`src/design/rqfp_pkg.sv`:
```
// ---------------------------------------------------------------------------
// rqfp_pkg
// Shared types and constants of the ring queue with front push.
// ---------------------------------------------------------------------------
package rqfp_pkg;

  // Fixed widths of the transaction fields
  localparam int unsigned ItemPortW = 32;
  localparam int unsigned CountW    = 5;
  localparam int unsigned ActionW   = 3;

  // Request codes; the two remaining codes fail and change nothing
  typedef enum logic [ActionW-1:0] {
    ACT_PUSH_BACK  = 3'd0,
    ACT_PUSH_FRONT = 3'd1,
    ACT_POP_FRONT  = 3'd2,
    ACT_PEEK_FRONT = 3'd3,
    ACT_PEEK_BACK  = 3'd4,
    ACT_STATUS     = 3'd5
  } action_e;

  // Result of one request, apart from the item word read from the slots
  typedef struct packed {
    logic              success;
    logic              is_empty;
    logic              is_full;
    logic [CountW-1:0] busy_count;
    logic [CountW-1:0] free_count;
    logic [CountW-1:0] free_low_mark;
    logic              read_ok;
  } status_t;

endpackage

```
`src/design/rqfp_mem.sv`:
```
// ---------------------------------------------------------------------------
// rqfp_mem
// Item slot memory: one write port, one read port, registered read data.
// ---------------------------------------------------------------------------
module rqfp_mem #(
  parameter int unsigned DEPTH = 16,
  parameter int unsigned WIDTH = 32
) (
  input  logic                     clk_i,
  input  logic                     we_i,
  input  logic [$clog2(DEPTH)-1:0] waddr_i,
  input  logic [WIDTH-1:0]         wdata_i,
  input  logic                     re_i,
  input  logic [$clog2(DEPTH)-1:0] raddr_i,
  output logic [WIDTH-1:0]         rdata_o
);

  logic [WIDTH-1:0] mem_q [DEPTH];
  logic [WIDTH-1:0] rdata_q;

  // Write the slot
  always_ff @(posedge clk_i) begin
    if (we_i) begin
      mem_q[waddr_i] <= wdata_i;
    end
  end

  // Read the slot; hold the data until the next read
  always_ff @(posedge clk_i) begin
    if (re_i) begin
      rdata_q <= mem_q[raddr_i];
    end
  end

  assign rdata_o = rdata_q;

endmodule

```
`src/design/rqfp_ctrl.sv`:
```
// ---------------------------------------------------------------------------
// rqfp_ctrl
// Queue pointers, full flag, free count and low-water mark. Decodes each
// request, drives the slot memory ports and produces the result status.
// ---------------------------------------------------------------------------
module rqfp_ctrl #(
  parameter int unsigned MAX_DEPTH = 16
) (
  input  logic                                clk_i,
  input  logic                                rst_ni,
  input  logic                                cfg_we_i,
  input  logic [rqfp_pkg::CountW-1:0]         cfg_wdata_i,
  input  logic                                step_i,
  input  logic [rqfp_pkg::ActionW-1:0]        action_i,
  output logic                                we_o,
  output logic [$clog2(MAX_DEPTH)-1:0]        waddr_o,
  output logic                                re_o,
  output logic [$clog2(MAX_DEPTH)-1:0]        raddr_o,
  output rqfp_pkg::status_t                   status_o
);

  import rqfp_pkg::*;

  localparam int unsigned IdxW = $clog2(MAX_DEPTH);
  localparam int unsigned CmpW = ((IdxW > CountW) ? IdxW : CountW) + 1;
  localparam logic [CountW-1:0] CapRst =
    (MAX_DEPTH < 16) ? CountW'(MAX_DEPTH) : CountW'(16);

  logic [CountW-1:0] cap_q, free_q, free_d, low_q, low_d;
  logic [IdxW-1:0]   rd_q, rd_d, wr_q, wr_d;
  logic              full_q, full_d;

  logic [CmpW-1:0]   cap_w, rd_w, wr_w, rd_fwd, rd_back, wr_fwd, wr_back;
  logic [CountW-1:0] cfg_cap;
  logic              empty_q, empty_d, push, success;

  // Wrap arithmetic on the pointers against the capacity
  always_comb begin
    cap_w   = CmpW'(cap_q);
    rd_w    = CmpW'(rd_q);
    wr_w    = CmpW'(wr_q);
    rd_fwd  = (rd_w + CmpW'(1) >= cap_w) ? '0 : rd_w + CmpW'(1);
    wr_fwd  = (wr_w + CmpW'(1) >= cap_w) ? '0 : wr_w + CmpW'(1);
    rd_back = (rd_w == '0) ? cap_w - CmpW'(1) : rd_w - CmpW'(1);
    wr_back = (wr_w == '0) ? cap_w - CmpW'(1) : wr_w - CmpW'(1);
  end

  assign empty_q = (rd_q == wr_q) && !full_q;

  // Decode the request and work out the next queue state
  always_comb begin
    rd_d    = rd_q;
    wr_d    = wr_q;
    full_d  = full_q;
    free_d  = free_q;
    low_d   = low_q;
    push    = 1'b0;
    success = 1'b0;
    we_o    = 1'b0;
    waddr_o = wr_q;
    re_o    = 1'b0;
    raddr_o = rd_q;
    unique case (action_e'(action_i))
      ACT_PUSH_BACK: begin
        if (!full_q) begin
          we_o    = step_i;
          waddr_o = wr_q;
          wr_d    = IdxW'(wr_fwd);
          push    = 1'b1;
          success = 1'b1;
        end
      end
      ACT_PUSH_FRONT: begin
        if (!full_q) begin
          rd_d    = IdxW'(rd_back);
          we_o    = step_i;
          waddr_o = IdxW'(rd_back);
          push    = 1'b1;
          success = 1'b1;
        end
      end
      ACT_POP_FRONT: begin
        if (!empty_q) begin
          re_o    = step_i;
          raddr_o = rd_q;
          rd_d    = IdxW'(rd_fwd);
          full_d  = 1'b0;
          if (free_q < cap_q) begin
            free_d = free_q + CountW'(1);
          end
          success = 1'b1;
        end
      end
      ACT_PEEK_FRONT: begin
        if (!empty_q) begin
          re_o    = step_i;
          raddr_o = rd_q;
          success = 1'b1;
        end
      end
      ACT_PEEK_BACK: begin
        if (!empty_q) begin
          re_o    = step_i;
          raddr_o = IdxW'(wr_back);
          success = 1'b1;
        end
      end
      ACT_STATUS: begin
        success = 1'b1;
      end
      default: begin
        success = 1'b0;
      end
    endcase
    // Account for a stored item: full when the pointers meet
    if (push) begin
      full_d = (wr_d == rd_d);
      if (free_q != '0) begin
        free_d = free_q - CountW'(1);
      end
      low_d = (free_d < low_q) ? free_d : low_q;
    end
  end

  assign empty_d = (rd_d == wr_d) && !full_d;

  // Build the result status
  always_comb begin
    status_o.success       = success;
    status_o.is_empty      = empty_d;
    status_o.is_full       = full_d;
    status_o.busy_count    = cap_q - free_d;
    status_o.free_count    = free_d;
    status_o.free_low_mark = low_d;
    status_o.read_ok       = success && re_o;
  end

  // Clamp a written capacity to one through the slot count
  always_comb begin
    cfg_cap = cfg_wdata_i;
    if (cfg_wdata_i == '0) begin
      cfg_cap = CountW'(1);
    end else if (CmpW'(cfg_wdata_i) > CmpW'(MAX_DEPTH)) begin
      cfg_cap = CountW'(MAX_DEPTH);
    end
  end

  // Restart on a capacity write, advance on an accepted transaction
  always_ff @(posedge clk_i or negedge rst_ni) begin
    if (!rst_ni) begin
      cap_q  <= CapRst;
      rd_q   <= '0;
      wr_q   <= '0;
      full_q <= 1'b0;
      free_q <= CapRst;
      low_q  <= CapRst;
    end else if (cfg_we_i) begin
      cap_q  <= cfg_cap;
      rd_q   <= '0;
      wr_q   <= '0;
      full_q <= 1'b0;
      free_q <= cfg_cap;
      low_q  <= cfg_cap;
    end else if (step_i) begin
      rd_q   <= rd_d;
      wr_q   <= wr_d;
      full_q <= full_d;
      free_q <= free_d;
      low_q  <= low_d;
    end
  end

  a_full_no_free : assert property (@(posedge clk_i) disable iff (!rst_ni)
    full_q |-> (free_q == '0))
    else $error("full queue with free slots");

  a_empty_all_free : assert property (@(posedge clk_i) disable iff (!rst_ni)
    empty_q |-> (free_q == cap_q))
    else $error("empty queue with busy slots");

  a_low_mark : assert property (@(posedge clk_i) disable iff (!rst_ni)
    (low_q <= free_q) && (free_q <= cap_q))
    else $error("low-water mark or free count out of order");

  a_ptr_range : assert property (@(posedge clk_i) disable iff (!rst_ni)
    (CmpW'(rd_q) < CmpW'(cap_q)) && (CmpW'(wr_q) < CmpW'(cap_q)))
    else $error("pointer beyond capacity");

endmodule

```
`src/design/ring_queue_with_front_push_top.sv`:
```
// ---------------------------------------------------------------------------
// ring_queue_with_front_push_top
// Circular item queue with push at back or front, pop, peek and status.
// ---------------------------------------------------------------------------
// One transaction is accepted per clock cycle while the input is not
// stalled. The queue state is updated and the slot memory is read at
// the accepting edge, and the result is formed from the registered read
// data into an output register when the result stage moves on. The slot
// memory has a single read port with registered read data. Input
// is stalled only while both the result stage and the output register hold
// transactions and the output is stalled. Writing the capacity register
// empties the queue at once; write it only while no transaction is in
// flight.
module ring_queue_with_front_push_top #(
  parameter int unsigned MAX_DEPTH  = 16,
  parameter int unsigned ITEM_WIDTH = 32
) (
  input  logic                                 clk_i,
  input  logic                                 rst_ni,
  input  logic                                 cfg_we_i,
  input  logic [rqfp_pkg::CountW-1:0]          cfg_wdata_i,
  input  logic                                 in_valid_i,
  output logic                                 in_stall_o,
  input  logic [rqfp_pkg::ActionW-1:0]         action_i,
  input  logic [rqfp_pkg::ItemPortW-1:0]       item_in_i,
  output logic                                 out_valid_o,
  input  logic                                 out_stall_i,
  output logic                                 success_o,
  output logic [rqfp_pkg::ItemPortW-1:0]       item_out_o,
  output logic                                 is_empty_o,
  output logic                                 is_full_o,
  output logic [rqfp_pkg::CountW-1:0]          busy_count_o,
  output logic [rqfp_pkg::CountW-1:0]          free_count_o,
  output logic [rqfp_pkg::CountW-1:0]          free_low_mark_o
);

  import rqfp_pkg::*;

  localparam int unsigned IdxW = $clog2(MAX_DEPTH);

  logic                  accept, s1_move;
  logic                  mem_we, mem_re;
  logic [IdxW-1:0]       mem_waddr, mem_raddr;
  logic [ITEM_WIDTH-1:0] mem_rdata;
  status_t               status;

  logic                  s1_valid_q, s1_valid_d;
  status_t               s1_stat_q;
  logic                  out_valid_q, out_valid_d;
  status_t               out_stat_q;
  logic [ItemPortW-1:0]  out_item_q;

  // Handshake: the result stage moves when the output register frees up
  assign s1_move    = s1_valid_q && (!out_valid_q || !out_stall_i);
  assign in_stall_o = s1_valid_q && out_valid_q && out_stall_i;
  assign accept     = in_valid_i && !in_stall_o;

  rqfp_ctrl #(
    .MAX_DEPTH (MAX_DEPTH)
  ) u_ctrl (
    .clk_i       (clk_i),
    .rst_ni      (rst_ni),
    .cfg_we_i    (cfg_we_i),
    .cfg_wdata_i (cfg_wdata_i),
    .step_i      (accept),
    .action_i    (action_i),
    .we_o        (mem_we),
    .waddr_o     (mem_waddr),
    .re_o        (mem_re),
    .raddr_o     (mem_raddr),
    .status_o    (status)
  );

  rqfp_mem #(
    .DEPTH (MAX_DEPTH),
    .WIDTH (ITEM_WIDTH)
  ) u_mem (
    .clk_i   (clk_i),
    .we_i    (mem_we),
    .waddr_i (mem_waddr),
    .wdata_i (ITEM_WIDTH'(item_in_i)),
    .re_i    (mem_re),
    .raddr_i (mem_raddr),
    .rdata_o (mem_rdata)
  );

  // Next valid of the result stage and the output register
  always_comb begin
    s1_valid_d = s1_valid_q;
    if (accept) begin
      s1_valid_d = 1'b1;
    end else if (s1_move) begin
      s1_valid_d = 1'b0;
    end
    out_valid_d = out_valid_q;
    if (s1_move) begin
      out_valid_d = 1'b1;
    end else if (out_valid_q && !out_stall_i) begin
      out_valid_d = 1'b0;
    end
  end

  always_ff @(posedge clk_i or negedge rst_ni) begin
    if (!rst_ni) begin
      s1_valid_q  <= 1'b0;
      out_valid_q <= 1'b0;
    end else begin
      s1_valid_q  <= s1_valid_d;
      out_valid_q <= out_valid_d;
    end
  end

  // Capture the status of the accepted transaction
  always_ff @(posedge clk_i) begin
    if (accept) begin
      s1_stat_q <= status;
    end
  end

  // Load the output register, merging in the slot read data
  always_ff @(posedge clk_i) begin
    if (s1_move) begin
      out_stat_q <= s1_stat_q;
      out_item_q <= s1_stat_q.read_ok ? ItemPortW'(mem_rdata) : '0;
    end
  end

  assign out_valid_o     = out_valid_q;
  assign success_o       = out_stat_q.success;
  assign item_out_o      = out_item_q;
  assign is_empty_o      = out_stat_q.is_empty;
  assign is_full_o       = out_stat_q.is_full;
  assign busy_count_o    = out_stat_q.busy_count;
  assign free_count_o    = out_stat_q.free_count;
  assign free_low_mark_o = out_stat_q.free_low_mark;

  a_accept_fills_stage : assert property (@(posedge clk_i) disable iff (!rst_ni)
    accept |=> s1_valid_q)
    else $error("accepted transaction lost before the result stage");

  a_stall_only_when_full : assert property (@(posedge clk_i) disable iff (!rst_ni)
    in_stall_o |-> (s1_valid_q && out_valid_q))
    else $error("input stalled with room in the pipeline");

  a_move_fills_output : assert property (@(posedge clk_i) disable iff (!rst_ni)
    s1_move |=> out_valid_q)
    else $error("result moved but output register empty");

endmodule
```
`config.mk`:
```
export PLATFORM = sky130hd
export DESIGN_NAME = ring_queue_with_front_push_top
export DESIGN_NICKNAME = d
export VERILOG_FILES = /design/src/design/rqfp_pkg.sv /design/src/design/rqfp_mem.sv /design/src/design/rqfp_ctrl.sv /design/src/design/ring_queue_with_front_push_top.sv
export SDC_FILE = /design/constraint.sdc
export NUM_CORES = 1
export LEC_CHECK = 0
export BUFFER_PORTS_ARGS = -buffer_cell sky130_fd_sc_hd__buf_2
export CAP_MARGIN = 10
export CORE_ASPECT_RATIO = 0.7
export CORE_MARGIN = 1.5
export CORE_UTILIZATION = 65
export DETAILED_ROUTE_END_ITERATION = 10
export PLACE_DENSITY = 0.85
export REMOVE_ABC_BUFFERS = 1
export SLEW_MARGIN = 0
export SYNTH_ARGS = -nofsm -noshare
export SYNTH_HDL_FRONTEND = slang
export SYNTH_SLANG_ARGS = --single-unit
```
`constraint.sdc`:
```
create_clock -name clk_i -period 7.45 [get_ports clk_i]
set_input_delay 0.3725 -clock clk_i [delete_from_list [all_inputs] [get_ports clk_i]]
set_output_delay 0.3725 -clock clk_i [all_outputs]
set_load 0.005 [all_outputs]
```
# After elaboration in Yosys (flattened, before gate mapping)
# Memories as Yosys holds them, arrays and structs flattened. A register that Yosys moved wholly into a read port is not among the register bits.
# Index checks and enable logic that the tools add are counted.
dict set report word_totals {
  n_memories 1
  output_inout_bits 52
  latchBits 0
  regBits 95
  mem_bits_ro 0
  ramBits 512
}
# name words word_bits read_ports rd_clocked_by_memory_dff wr line_no
set memory_table {}
lappend memory_table {u_mem.mem_q 16 32 1 1 1 rqfp_mem.sv:18} ;# logic [WIDTH-1:0] mem_q [DEPTH];
dict set report op_classes {
  multipliers 0
  n_bitwise 0
  div 0
  mux 50
  eq_ne 8
  add_sub_neg 8
  n_lt_le_gt_ge 5
  n_shift 0
  n_reduce_logical 24
}
# op count
set ops {}
lappend ops {{two-way mux 5 bit} 14}
lappend ops {{two-way mux 4 bit} 16}
lappend ops {{two-way mux 1 bit} 18}
lappend ops {{== test 4 bit} 3}
lappend ops {{subtractor 4 x 1 -> 4 bit (second input constant)} 3}
lappend ops {{adder 4 x 1 -> 5 bit (second input constant)} 2}
lappend ops {{>= comparator 5 bit} 2}
lappend ops {{less-than comparator 5 bit} 2}
lappend ops {{logical AND 1 bit} 8}
lappend ops {{zero test 4 bit} 2}
lappend ops {{case mux 4 bit (2 select lines)} 1}
lappend ops {{== test 3 x 2 -> 1 bit (second input constant)} 2}
lappend ops {{== test 3 bit (second input constant)} 2}
lappend ops {{nonzero test 2 bit} 3}
lappend ops {{adder 5 x 1 -> 5 bit (second input constant)} 1}
lappend ops {{greater-than comparator 5 bit (second input constant)} 1}
lappend ops {{zero test 1 bit} 5}
lappend ops {{zero test 5 bit} 1}
lappend ops {{nonzero test 5 bit} 1}
lappend ops {{subtractor 5 x 1 -> 5 bit (second input constant)} 1}
lappend ops {{subtractor 5 bit} 1}
lappend ops {{== test 3 x 1 -> 1 bit (second input constant)} 1}
lappend ops {{zero test 3 bit} 1}
lappend ops {{case mux 1 bit (3 select lines)} 1}
lappend ops {{other kinds (3)} 3}

# Depth between registers and ports, before layout
# Gate-level depths: netlist (run 1).
dict set report logic_depth {
  word_depth 11
  mapped_depth 17
  depth_no_buf 16
}

# Modules after synthesis
# A second synthesis (run 1) with hierarchy kept.
dict set report unflattened {
  hier_cells 1313
  area_unflattened_um2 25433.1
}
# mod cells_per_inst area_each_um2 n_inst seq_area_each_um2
set by_module_without_submodules {}
lappend by_module_without_submodules {rqfp_mem 838 20155.6 1 16335.7}
lappend by_module_without_submodules {rqfp_ctrl 363 2864.0 1 604.3}
lappend by_module_without_submodules {ring_queue_with_front_push_top 112 2413.6 1 2122.0}

# Least setup slack after synthesis (run 1)
# No wires, ideal clock.
dict set report synth_path {
  path_kind {input -> register}
  start {input port out_stall_i}
  end {register out_stat_q, in the netlist busy_count_o[0] (enable)}
  arrival_time_ps 4039
  setup_time_ps 534
  t_required_ps 6916
  setup_slack_ps 2878
  n_path_buf 0
  path_stages 1
  cell_sequence {a21boi_0}
}
dict set report synth_via {
  elab_chain_len 3
}
# item line_no
set synth_lines {}
lappend synth_lines {{start, declared} ring_queue_with_front_push_top.sv:27} ;# input logic out_stall_i,
lappend synth_lines {{zero test 1 bit} ring_queue_with_front_push_top.sv:54} ;# assign s1_move = s1_valid_q && (!out_valid_q || !out_stall_i);
lappend synth_lines {{logical OR 1 bit} ring_queue_with_front_push_top.sv:54}
lappend synth_lines {{logical AND 1 bit} ring_queue_with_front_push_top.sv:54}
lappend synth_lines {{end signal, assigned} ring_queue_with_front_push_top.sv:123} ;# out_stat_q <= s1_stat_q;
lappend synth_lines {{end, declared} ring_queue_with_front_push_top.sv:50} ;# status_t out_stat_q;
# Every way passes these cells.
# A chain may end at the register's enable or synchronous reset.

# Final worst setup path (run 1)
dict set report layout_path {
  start {register u_ctrl.wr_q[0]}
  end {register u_mem.rdata_q[6], in the netlist u_mem.rdata_o[6] (read register of u_mem.mem_q), data pin}
}
dict set report layout_via {
  elab_chain_len 4
  elab_cells_between_ends 9
}
# item line_no
set layout_lines {}
lappend layout_lines {{start, declared} rqfp_ctrl.sv:30} ;# logic [IdxW-1:0] rd_q, rd_d, wr_q, wr_d;
lappend layout_lines {{start signal, assigned} rqfp_ctrl.sv:166} ;# wr_q <= wr_d;
lappend layout_lines {{subtractor 4 x 1 -> 4 bit, or another cell as far along} rqfp_ctrl.sv:45} ;# wr_back = (wr_w == '0) ? cap_w - CmpW'(1) : wr_w - CmpW'(1);
lappend layout_lines {{two-way mux 4 bit / logical AND 1 bit (equally long branches)} {rqfp_ctrl.sv:45, rqfp_ctrl.sv:48}}
lappend layout_lines {{two-way mux 4 bit / two-way mux 1 bit (equally long branches)} {rqfp_ctrl.sv:102, rqfp_ctrl.sv:83, rqfp_ctrl.sv:95}}
lappend layout_lines {{two-way mux 4 bit / two-way mux 1 bit (equally long branches)} n/a}
lappend layout_lines {{end, declared} rqfp_mem.sv:19} ;# logic [WIDTH-1:0] rdata_q;
# Parallel ways exist; a longest one is shown, timed or not.

==> metrics.md, run 1 <==
| Metric | Value |
|---|---|
| Worst-case vdd ir drop | `0.000242 V` |
| Status | `finished clean` |
| Vias per inst | `6.69` |
| Worst Path Arrival | `4960 ps` |
| Synth Register Bits | `639` |
| Clock share of power | `35.1%` |
| Comb pwr share | `13.2%` |
| Worst hold slack | `67.1 ps` |
| R2r worst-path depth | `12` |
| CTS clk-pin slew, worst paths | `70 ps` |
| Total Routing Usage GR | `30.3%` |
| Tmin final | `4520 ps` |
| WL/cell | `25.1 um` |
| Gate Count Post-Synth | `1907` |
| Critical path required time | `7890 ps` |
| Hold crit path type | `input port to register` |
| Synth Flop Type | `edfxtp_1` |
| Min-Delay Path Depth | `2` |
| Worst-Skew Late Latency | `600 ps` |
| Worst-path fanout max | `73` |
| CP Depth | `12` |
| P_leak | `9.96 nW` |
| Ratio of final minimum period to clock period | `60.7%` |
| Clock buffer depth | `3` |
| Final worst setup slack | `2930 ps` |
| Die H | `172 um` |
| Worst Tran Pin Value | `976 ps` |
| Maxcap violations | `0` |
| Worst setup slack after placement | `2990 ps` |
| Fin. Hold Viols | `0` |
| Seq pwr share | `51.7%` |
| Buf+Inv Stages, Crit Path | `3` |
| Detailed Routing Iterations Pass 1 | `6` |
| Clock skew | `13.7 ps` |
| Pin count of the biggest net entering global routing | `161` |
| Final ANT Viol Nets | `0` |
| CP Launch Type | `register` |
| PD cells | `272 nW/um^2` |
| Vias in the first global route | `16546` |
| Sequential fraction of the synthesis area | `72.0%` |
| Max Freq | `0.221 GHz` |
| Slew Limit Fails | `0` |
| TritonCTS clock tree | `yes` |
| Routability cong. | `0.906` |
| Post-synthesis cell area | `26500 um^2` |
| Distinct cells, synth | `62` |
| Via count | `16969` |
| P_sw | `2.01 mW` |
| Switching share of power | `25.3%` |
| CTS resizes | `0` |
| Initial core utilization | `66.3%` |
| Final #Nets | `2029` |
| Initial DRC Count | `2458` |
| IO Pins | `97` |
| Syn Area/Cell | `13.9 um^2` |
| CP peak stage delay | `870 ps` |
| Synth async-reset ratio | `4.07%` |
| Internal | `5.93 mW` |
| Drt total wl | `63700 um` |
| CTS H-tree lvls | `2` |
| Endpoints failing setup | `0` |
| Crit path kind | `register to register` |
| RSZ-0062 raised after global routing | `false` |
| YS warnings | `0` |
| Die area | `42000 um^2` |
| First-pass GRT wire length | `95400 um` |
| Sink Count | `639` |
| Post-synth EDFFs | `613` |
| Critical path cell sequence | `inv_1, ha_1, nor4bb_1, a211oi_2, o21ai_4, buf_4, and2_4, buf_4, nand2_1, a311oi_1, a21oi_1, a21oi_1` |
| Initial antenna violation count | `2` |
| # port buffers | `96` |
| Slew headroom | `34.9%` |
| CP max-delay cell | `and2_4` |
| Clk root buf | `clkbuf_16` |
| Layout cells sized above 1 | `12.2%` |
| DRC | `0` |
| TritonCTS Buffers | `54` |
| Critical path endpoint category | `register` |
| Crit-path leading delay family | `simple AND/OR/NAND/NOR gates` |
| Area Overhead vs Synth | `10.3%` |
| Die width | `244 um` |
| Row count | `61` |
| Final HPWL DP | `32300 um` |
| Core ar. | `39900 um^2` |
| Total grt overflow | `0` |
| Setup_tns | `0 ps` |
==> Yosys cell counts, types with 3 or more instances <==
| library cell | number | area share (%) |
|---|---|---|
| edfxtp_1 | 613 | 70 |
| nand2_1 | 295 | 4.2 |
| a211oi_1 | 175 | 5.0 |
| and3_1 | 134 | 3.2 |
| a21oi_1 | 85 | 1.6 |
| clkbuf_1 | 76 | 1.1 |
| a31oi_1 | 75 | 1.8 |
| a311oi_1 | 67 | 2.2 |
| buf_2 | 53 | 1.0 |
| nor2_1 | 42 | 0.60 |
| and2_1 | 35 | 0.83 |
| ha_1 | 29 | 1.4 |
| inv_1 | 29 | 0.41 |
| o21ai_0 | 29 | 0.55 |
| dfrtp_1 | 23 | 2.2 |
| nor3_1 | 18 | 0.34 |
| xnor2_1 | 17 | 0.56 |
| nand2b_1 | 11 | 0.26 |
| nand3_1 | 9 | 0.17 |
| a21o_1 | 8 | 0.23 |
| buf_4 | 7 | 0.20 |
| mux2i_1 | 6 | 0.23 |
| xor2_1 | 6 | 0.20 |
| mux2_2 | 5 | 0.21 |
| nand4_1 | 4 | 0.095 |
| buf_6 | 3 | 0.13 |
| dfstp_2 | 3 | 0.30 |
| nand2_2 | 3 | 0.071 |
| nor2b_1 | 3 | 0.071 |
| or3_1 | 3 | 0.071 |
==> cell families after synthesis <==
kind of cell,synth area share (%)
AND/OR/NAND/NOR,10.3
AO/OA/AOI/OAI,12.2
multiplexers,0.491
XOR/XNOR,0.761
flip-flops,72.0
adder cells (fa/ha/maj),1.45
buffers and inverters,2.83
==> repair_timing <==
| item | in CTS | in global routing |
|---|---|---|
| setup buffers | 0 | 0 |
| endpoints found under the setup margin | 0 | 0 |
| hold buffers | 3 | 0 |
| endpoints found under the hold margin | 25 | 0 |
==> placed cells by master (no fill, tap or decap), types with 3 or more instances in the layout <==
master         instances
a211oi_1             174
a21o_1                 8
a21oi_1               84
a21oi_4                3
a311oi_1              67
a31oi_1               75
and2_1                34
and3_1               134
buf_2                 96
buf_4                 29
bufinv_16              5
clkbuf_1              15
clkbuf_16             55
clkinv_1              13
clkinv_2               7
dfrtp_1               23
dfstp_2                3
diode_2                4
dlygate4sd3_1          3
edfxtp_1             613
ha_1                  29
inv_1                 29
mux2_2                 5
mux2i_1                5
nand2_1              295
nand2b_1              11
nand3_1                9
nand4_1                4
nor2_1                26
nor2_4                16
nor2b_1                3
nor3_1                18
o21ai_0               29
or3_1                  3
xnor2_1               17
xor2_1                 6
==> stage by stage <==
| stage | instance area, um^2 | utilization, % | power [mW] | std cells |
|---|---|---|---|---|
| 2_1_floorplan | 25800 | - | 4.88 | 1768 |
| 3_3_place_gp | 27500 | 68.8 | 5.16 | 2430 |
| 3_5_place_dp | 27500 | 68.8 | 5.20 | 2430 |
| 4_1_cts | 29200 | 73.1 | 7.94 | 2532 |
| 5_1_grt | 29200 | 73.2 | 8.19 | 2533 |
| 6_report | 29200 | 73.2 | 7.94 | 2536 |
==> layout make-up <==
class / count / area, um^2
antenna: 4 / 10.0
clock buffer: 70 / 1430
clock inverter: 29 / 283
fill: 2405 / 10700
inverter: 30 / 113
multi-input combinational: 1099 / 6870
sequential: 639 / 19100
tap: 535 / 669
timing repair buffer: 130 / 768
==> worst reg2reg max path, stage by stage (launching register included) <==
cell and delay, ps:
dfrtp_1 540, inv_1 130, ha_1 260, nor4bb_1 380, a211oi_2 110, o21ai_4 80
buf_4 510, and2_4 880, buf_4 660, nand2_1 180, a311oi_1 320, a21oi_1 100
a21oi_1 210
==> power by group through the flow <==
stage | Combinational, mW | Clock (mW) | Sequential (mW)
after CTS | 1.03 | 2.81 | 4.10
after detailed placement | 1.02 | 0 | 4.18
after floorplan | 0.704 | 0 | 4.17
after global routing | 1.14 | 2.93 | 4.11
after global placement | 0.981 | 0 | 4.18
final | 1.05 | 2.78 | 4.11
==> flip-flops by register name, summed over array words and instances, names as in the netlist, 19 cells and up <==
| name | cells |
|---|---|
| u_mem.rdata_o | 32 |
| item_out_o | 32 |
| s1_stat_q | 19 |
| u_mem.mem_q | 512 |
==> worst paths after layout <==
kind	start	to	slack, ps
setup / recovery	u_ctrl.wr_q[0]$_DFFE_PN0P_	u_mem.rdata_o[6]$_DFFE_PP_	2930
hold / removal	out_stall_i	out_valid_o$_DFFE_PN0P_	70
setup reg to reg	u_ctrl.wr_q[0]$_DFFE_PN0P_	u_mem.rdata_o[6]$_DFFE_PP_	2930
hold reg to reg	s1_stat_q[13]$_DFFE_PP_	busy_count_o[2]$_DFFE_PP_	420
max in group asynchronous	rst_ni	s1_valid_q$_DFFE_PN0P_	6650
min in group asynchronous	rst_ni	u_ctrl.rd_q[1]$_DFFE_PN0P_	350
==> layer usage <==
metal / up-vias / global-route usage, % / share of wire, %
met5: - / 0 / 0
met2: 1045 / 49.0 / 48
met3: 158 / 5.70 / 10
met1: 8300 / 42.1 / 39
met4: 0 / 10.4 / 2.9
li1: 7466 / - / -
No activity file was read; power rests on OpenSTA's default activity.
==> inputs of run 2 (changes only) <==
- CORE_UTILIZATION: 65 -> 62
- PLACE_DENSITY: 0.85 -> 0.82
- clock period: 7.45 -> 4.26 ns (I/O delays scaled with it)
==> run 2 against run 1 <==
Clock skew rose by 3.6 ps. Global-route usage down 0.37 points. Sequential power rose by 75%. Critical path type unchanged. Setup slack got worse by 2700 ps. Count of clock-buffer cells in the layout fell by 4. Largest power group unchanged.
==> metrics.md, run 2 (same netlist as run 1, synthesis figures left out) <==
| Metric | Value |
|---|---|
| Clock skew | `17.3 ps (was 13.7 ps)` |
| Row count | `63 (was 61)` |
| Slew Limit Fails | `0 (unchanged)` |
| DRC | `0 (unchanged)` |
| Maxcap violations | `0 (unchanged)` |
| PD cells | `474 nW/um^2 (was 272 nW/um^2)` |
| Post-CTS Setup Inserts | `0 (unchanged)` |
| Tmin final | `3990 ps (was 4520 ps)` |
| Die area | `44000 um^2 (was 42000 um^2)` |
| Worst-case vdd ir drop | `0.000438 V (was 0.000242 V)` |
| Worst-path fanout max | `8 (was 73)` |
| Endpoints failing setup | `0 (unchanged)` |
| Clk root buf | `clkbuf_16 (unchanged)` |
| Fillers | `2656 (was 2405)` |
| Slew headroom | `29.2% (was 34.9%)` |
| Core ar. | `42300 um^2 (was 39900 um^2)` |
| P_leak | `10.3 nW (was 9.96 nW)` |
| CTS clk-pin slew, worst paths | `70 ps (about the same)` |
| # port buffers | `96 (unchanged)` |
| WL/cell | `25.3 um (was 25.1 um)` |
| Die H | `176 um (was 172 um)` |
| Crit path kind | `register to register (unchanged)` |
| Vias per inst | `6.67 (was 6.69)` |
| Switching share of power | `25.7% (was 25.3%)` |
| Hold crit path type | `input port to register (unchanged)` |
| Via count | `17388 (was 16969)` |
| Detailed Routing Iterations Pass 1 | `6 (unchanged)` |
| Ratio of final minimum period to clock period | `93.7% (was 60.7%)` |
| Status | `finished clean (unchanged)` |
| Final HPWL DP | `34800 um (was 32300 um)` |
| Commonest non-fill, non-tap cell in the layout | `edfxtp_1 (unchanged)` |
| Top reg by flops | `u_mem.mem_q (unchanged)` |
| CTS resizes | `0 (unchanged)` |
| TritonCTS clock tree | `yes (unchanged)` |
| Largest register FFs | `512 (unchanged)` |
| Initial antenna violation count | `0 (was 2)` |
| Setup_tns | `0 ps (unchanged)` |
| RSZ-0062 raised after global routing | `false (unchanged)` |
| First-pass GRT wire length | `99300 um (was 95400 um)` |
| IO Pins | `97 (unchanged)` |
| CP Launch Type | `register (unchanged)` |
| Sink Count | `639 (unchanged)` |
| Initial DRC Count | `2397 (was 2458)` |
| Die width | `250 um (was 244 um)` |
| Drt total wl | `65900 um (was 63700 um)` |
| Worst-Skew Late Latency | `620 ps (was 600 ps)` |
| Clock share of power | `35.7% (was 35.1%)` |
| Clock buffer depth | `3 (unchanged)` |
| CTS H-tree lvls | `2 (unchanged)` |
| TritonCTS Buffers | `56 (was 54)` |
| Worst Tran Pin Value | `1050 ps (was 976 ps)` |
| Fin. Hold Viols | `0 (unchanged)` |
| Design Power | `14.2 mW (was 7.94 mW)` |
| Final ANT Viol Nets | `0 (unchanged)` |
| Initial core utilization | `62.7% (was 66.3%)` |
| Pin count of the biggest net entering global routing | `105 (was 161)` |
| Critical path required time | `4610 ps (was 7890 ps)` |
| Area Overhead vs Synth | `13.6% (was 10.3%)` |
| Critical path endpoint category | `register (unchanged)` |
| Internal | `10.6 mW (was 5.93 mW)` |
| Total grt overflow | `0 (unchanged)` |
| Vias in the first global route | `16809 (was 16546)` |
| Routability cong. | `0.897 (was 0.906)` |
| Layout cells sized above 1 | `13.3% (was 12.2%)` |
| Worst Path Arrival | `4350 ps (was 4960 ps)` |
| Commonest cells after routing, fill and taps aside | `edfxtp_1, nand2_1, a211oi_1 (unchanged)` |
| Max Freq | `0.250 GHz (was 0.221 GHz)` |
| Seq pwr share | `50.4% (was 51.7%)` |
| Worst hold slack | `24.3 ps (was 67.1 ps)` |
| Comb pwr share | `13.9% (was 13.2%)` |
| Total Routing Usage GR | `29.9% (was 30.3%)` |
| Final #Nets | `2090 (was 2029)` |
| P_sw | `3.66 mW (was 2.01 mW)` |
-- run 2: changes by cell type in the layout (fill, tap and decap cells not counted), moves of 2 or more --
cell,delta
clkbuf_1,-6
dlygate4sd3_1,+36
clkinv_2,+2
clkbuf_16,+2
buf_12,+18
buf_4,+5
diode_2,-3
clkinv_1,-3
clkinvlp_4,+2
-- run 2: layout make-up --
| class | count | area, um^2 | share of cell area, % |
|---|---|---|---|
| sequential | 639 | 19100 | 63.4 |
| multi-input combinational | 1099 | 6870 | 22.9 |
| timing repair buffer | 189 | 1530 | 5.08 |
| clock buffer | 66 | 1460 | 4.86 |
| tap | 552 | 691 | 2.30 |
| clock inverter | 31 | 338 | 1.12 |
| inverter | 30 | 113 | 0.375 |
| antenna | 1 | 2.50 | 0.00832 |
-- run 2: path summary, 6_finish.rpt --
kind	start	end	slack (ps)	depth (start not counted)
setup / recovery	u_ctrl.cap_q[1]$_DFFE_PN0P_	s1_stat_q[4]$_DFFE_PP_	270	13
hold / removal	action_i[1]	s1_stat_q[18]$_DFFE_PP_	20	2
setup reg to reg	u_ctrl.cap_q[1]$_DFFE_PN0P_	s1_stat_q[4]$_DFFE_PP_	270	13
hold reg to reg	s1_stat_q[7]$_DFFE_PP_	free_count_o[1]$_DFFE_PP_	420	0
max in group asynchronous	rst_ni	u_ctrl.rd_q[2]$_DFFE_PN0P_	3580	2
min in group asynchronous	rst_ni	u_ctrl.free_q[1]$_DFFE_PN0P_	210	2
-- run 2: worst max-delay path, cell delays in order, from the launching register on --
cell	delay, ps
dfrtp_1	460
inv_1	140
ha_1	290
a21o_1	150
a211o_1	350
a21oi_4	250
a21oi_1	100
o21ai_1	270
ha_1	300
nand4_1	90
o21ai_0	80
nor3_1	580
nand2_2	290
mux2_2	360
-- run 2: power by group through the flow --
stage	Combinational [mW]	Sequential [mW]	Clock, mW
floorplan	1.23	7.30	0
global placement	1.83	7.31	0
detailed placement	1.89	7.31	0
CTS	1.95	7.18	5.10
global route	2.15	7.19	5.34
finish	1.98	7.18	5.08
-- run 2: metal layers --
layer  global-route usage, %  up-vias  wire length (um)
li1                        -     7593                 -
met1                    43.6     8546             26100
met2                    46.0     1117             30600
met3                    6.33      132              7590
met4                    9.19        0              1610
met5                       0        -                 0
-- run 2: timing repair --
action | in CTS | in global routing
hold buffers | 39 | 0
hold endpoints to repair | 540 | 0
endpoints found under the setup margin | 0 | 0
-- run 2: per-stage QoR --
stage / setup WS (ps) / cell area [um^2] / std cells / utilization (%)
finish: 267 / 30100 / 2607 / 71.2
detailed placement: 455 / 27900 / 2470 / 66.0
floorplan: -4250 / 25800 / 1768 / -
global placement: 570 / 27900 / 2470 / 66.0
global route: 8.72 / 30100 / 2606 / 71.2
CTS: 431 / 30100 / 2606 / 71.2
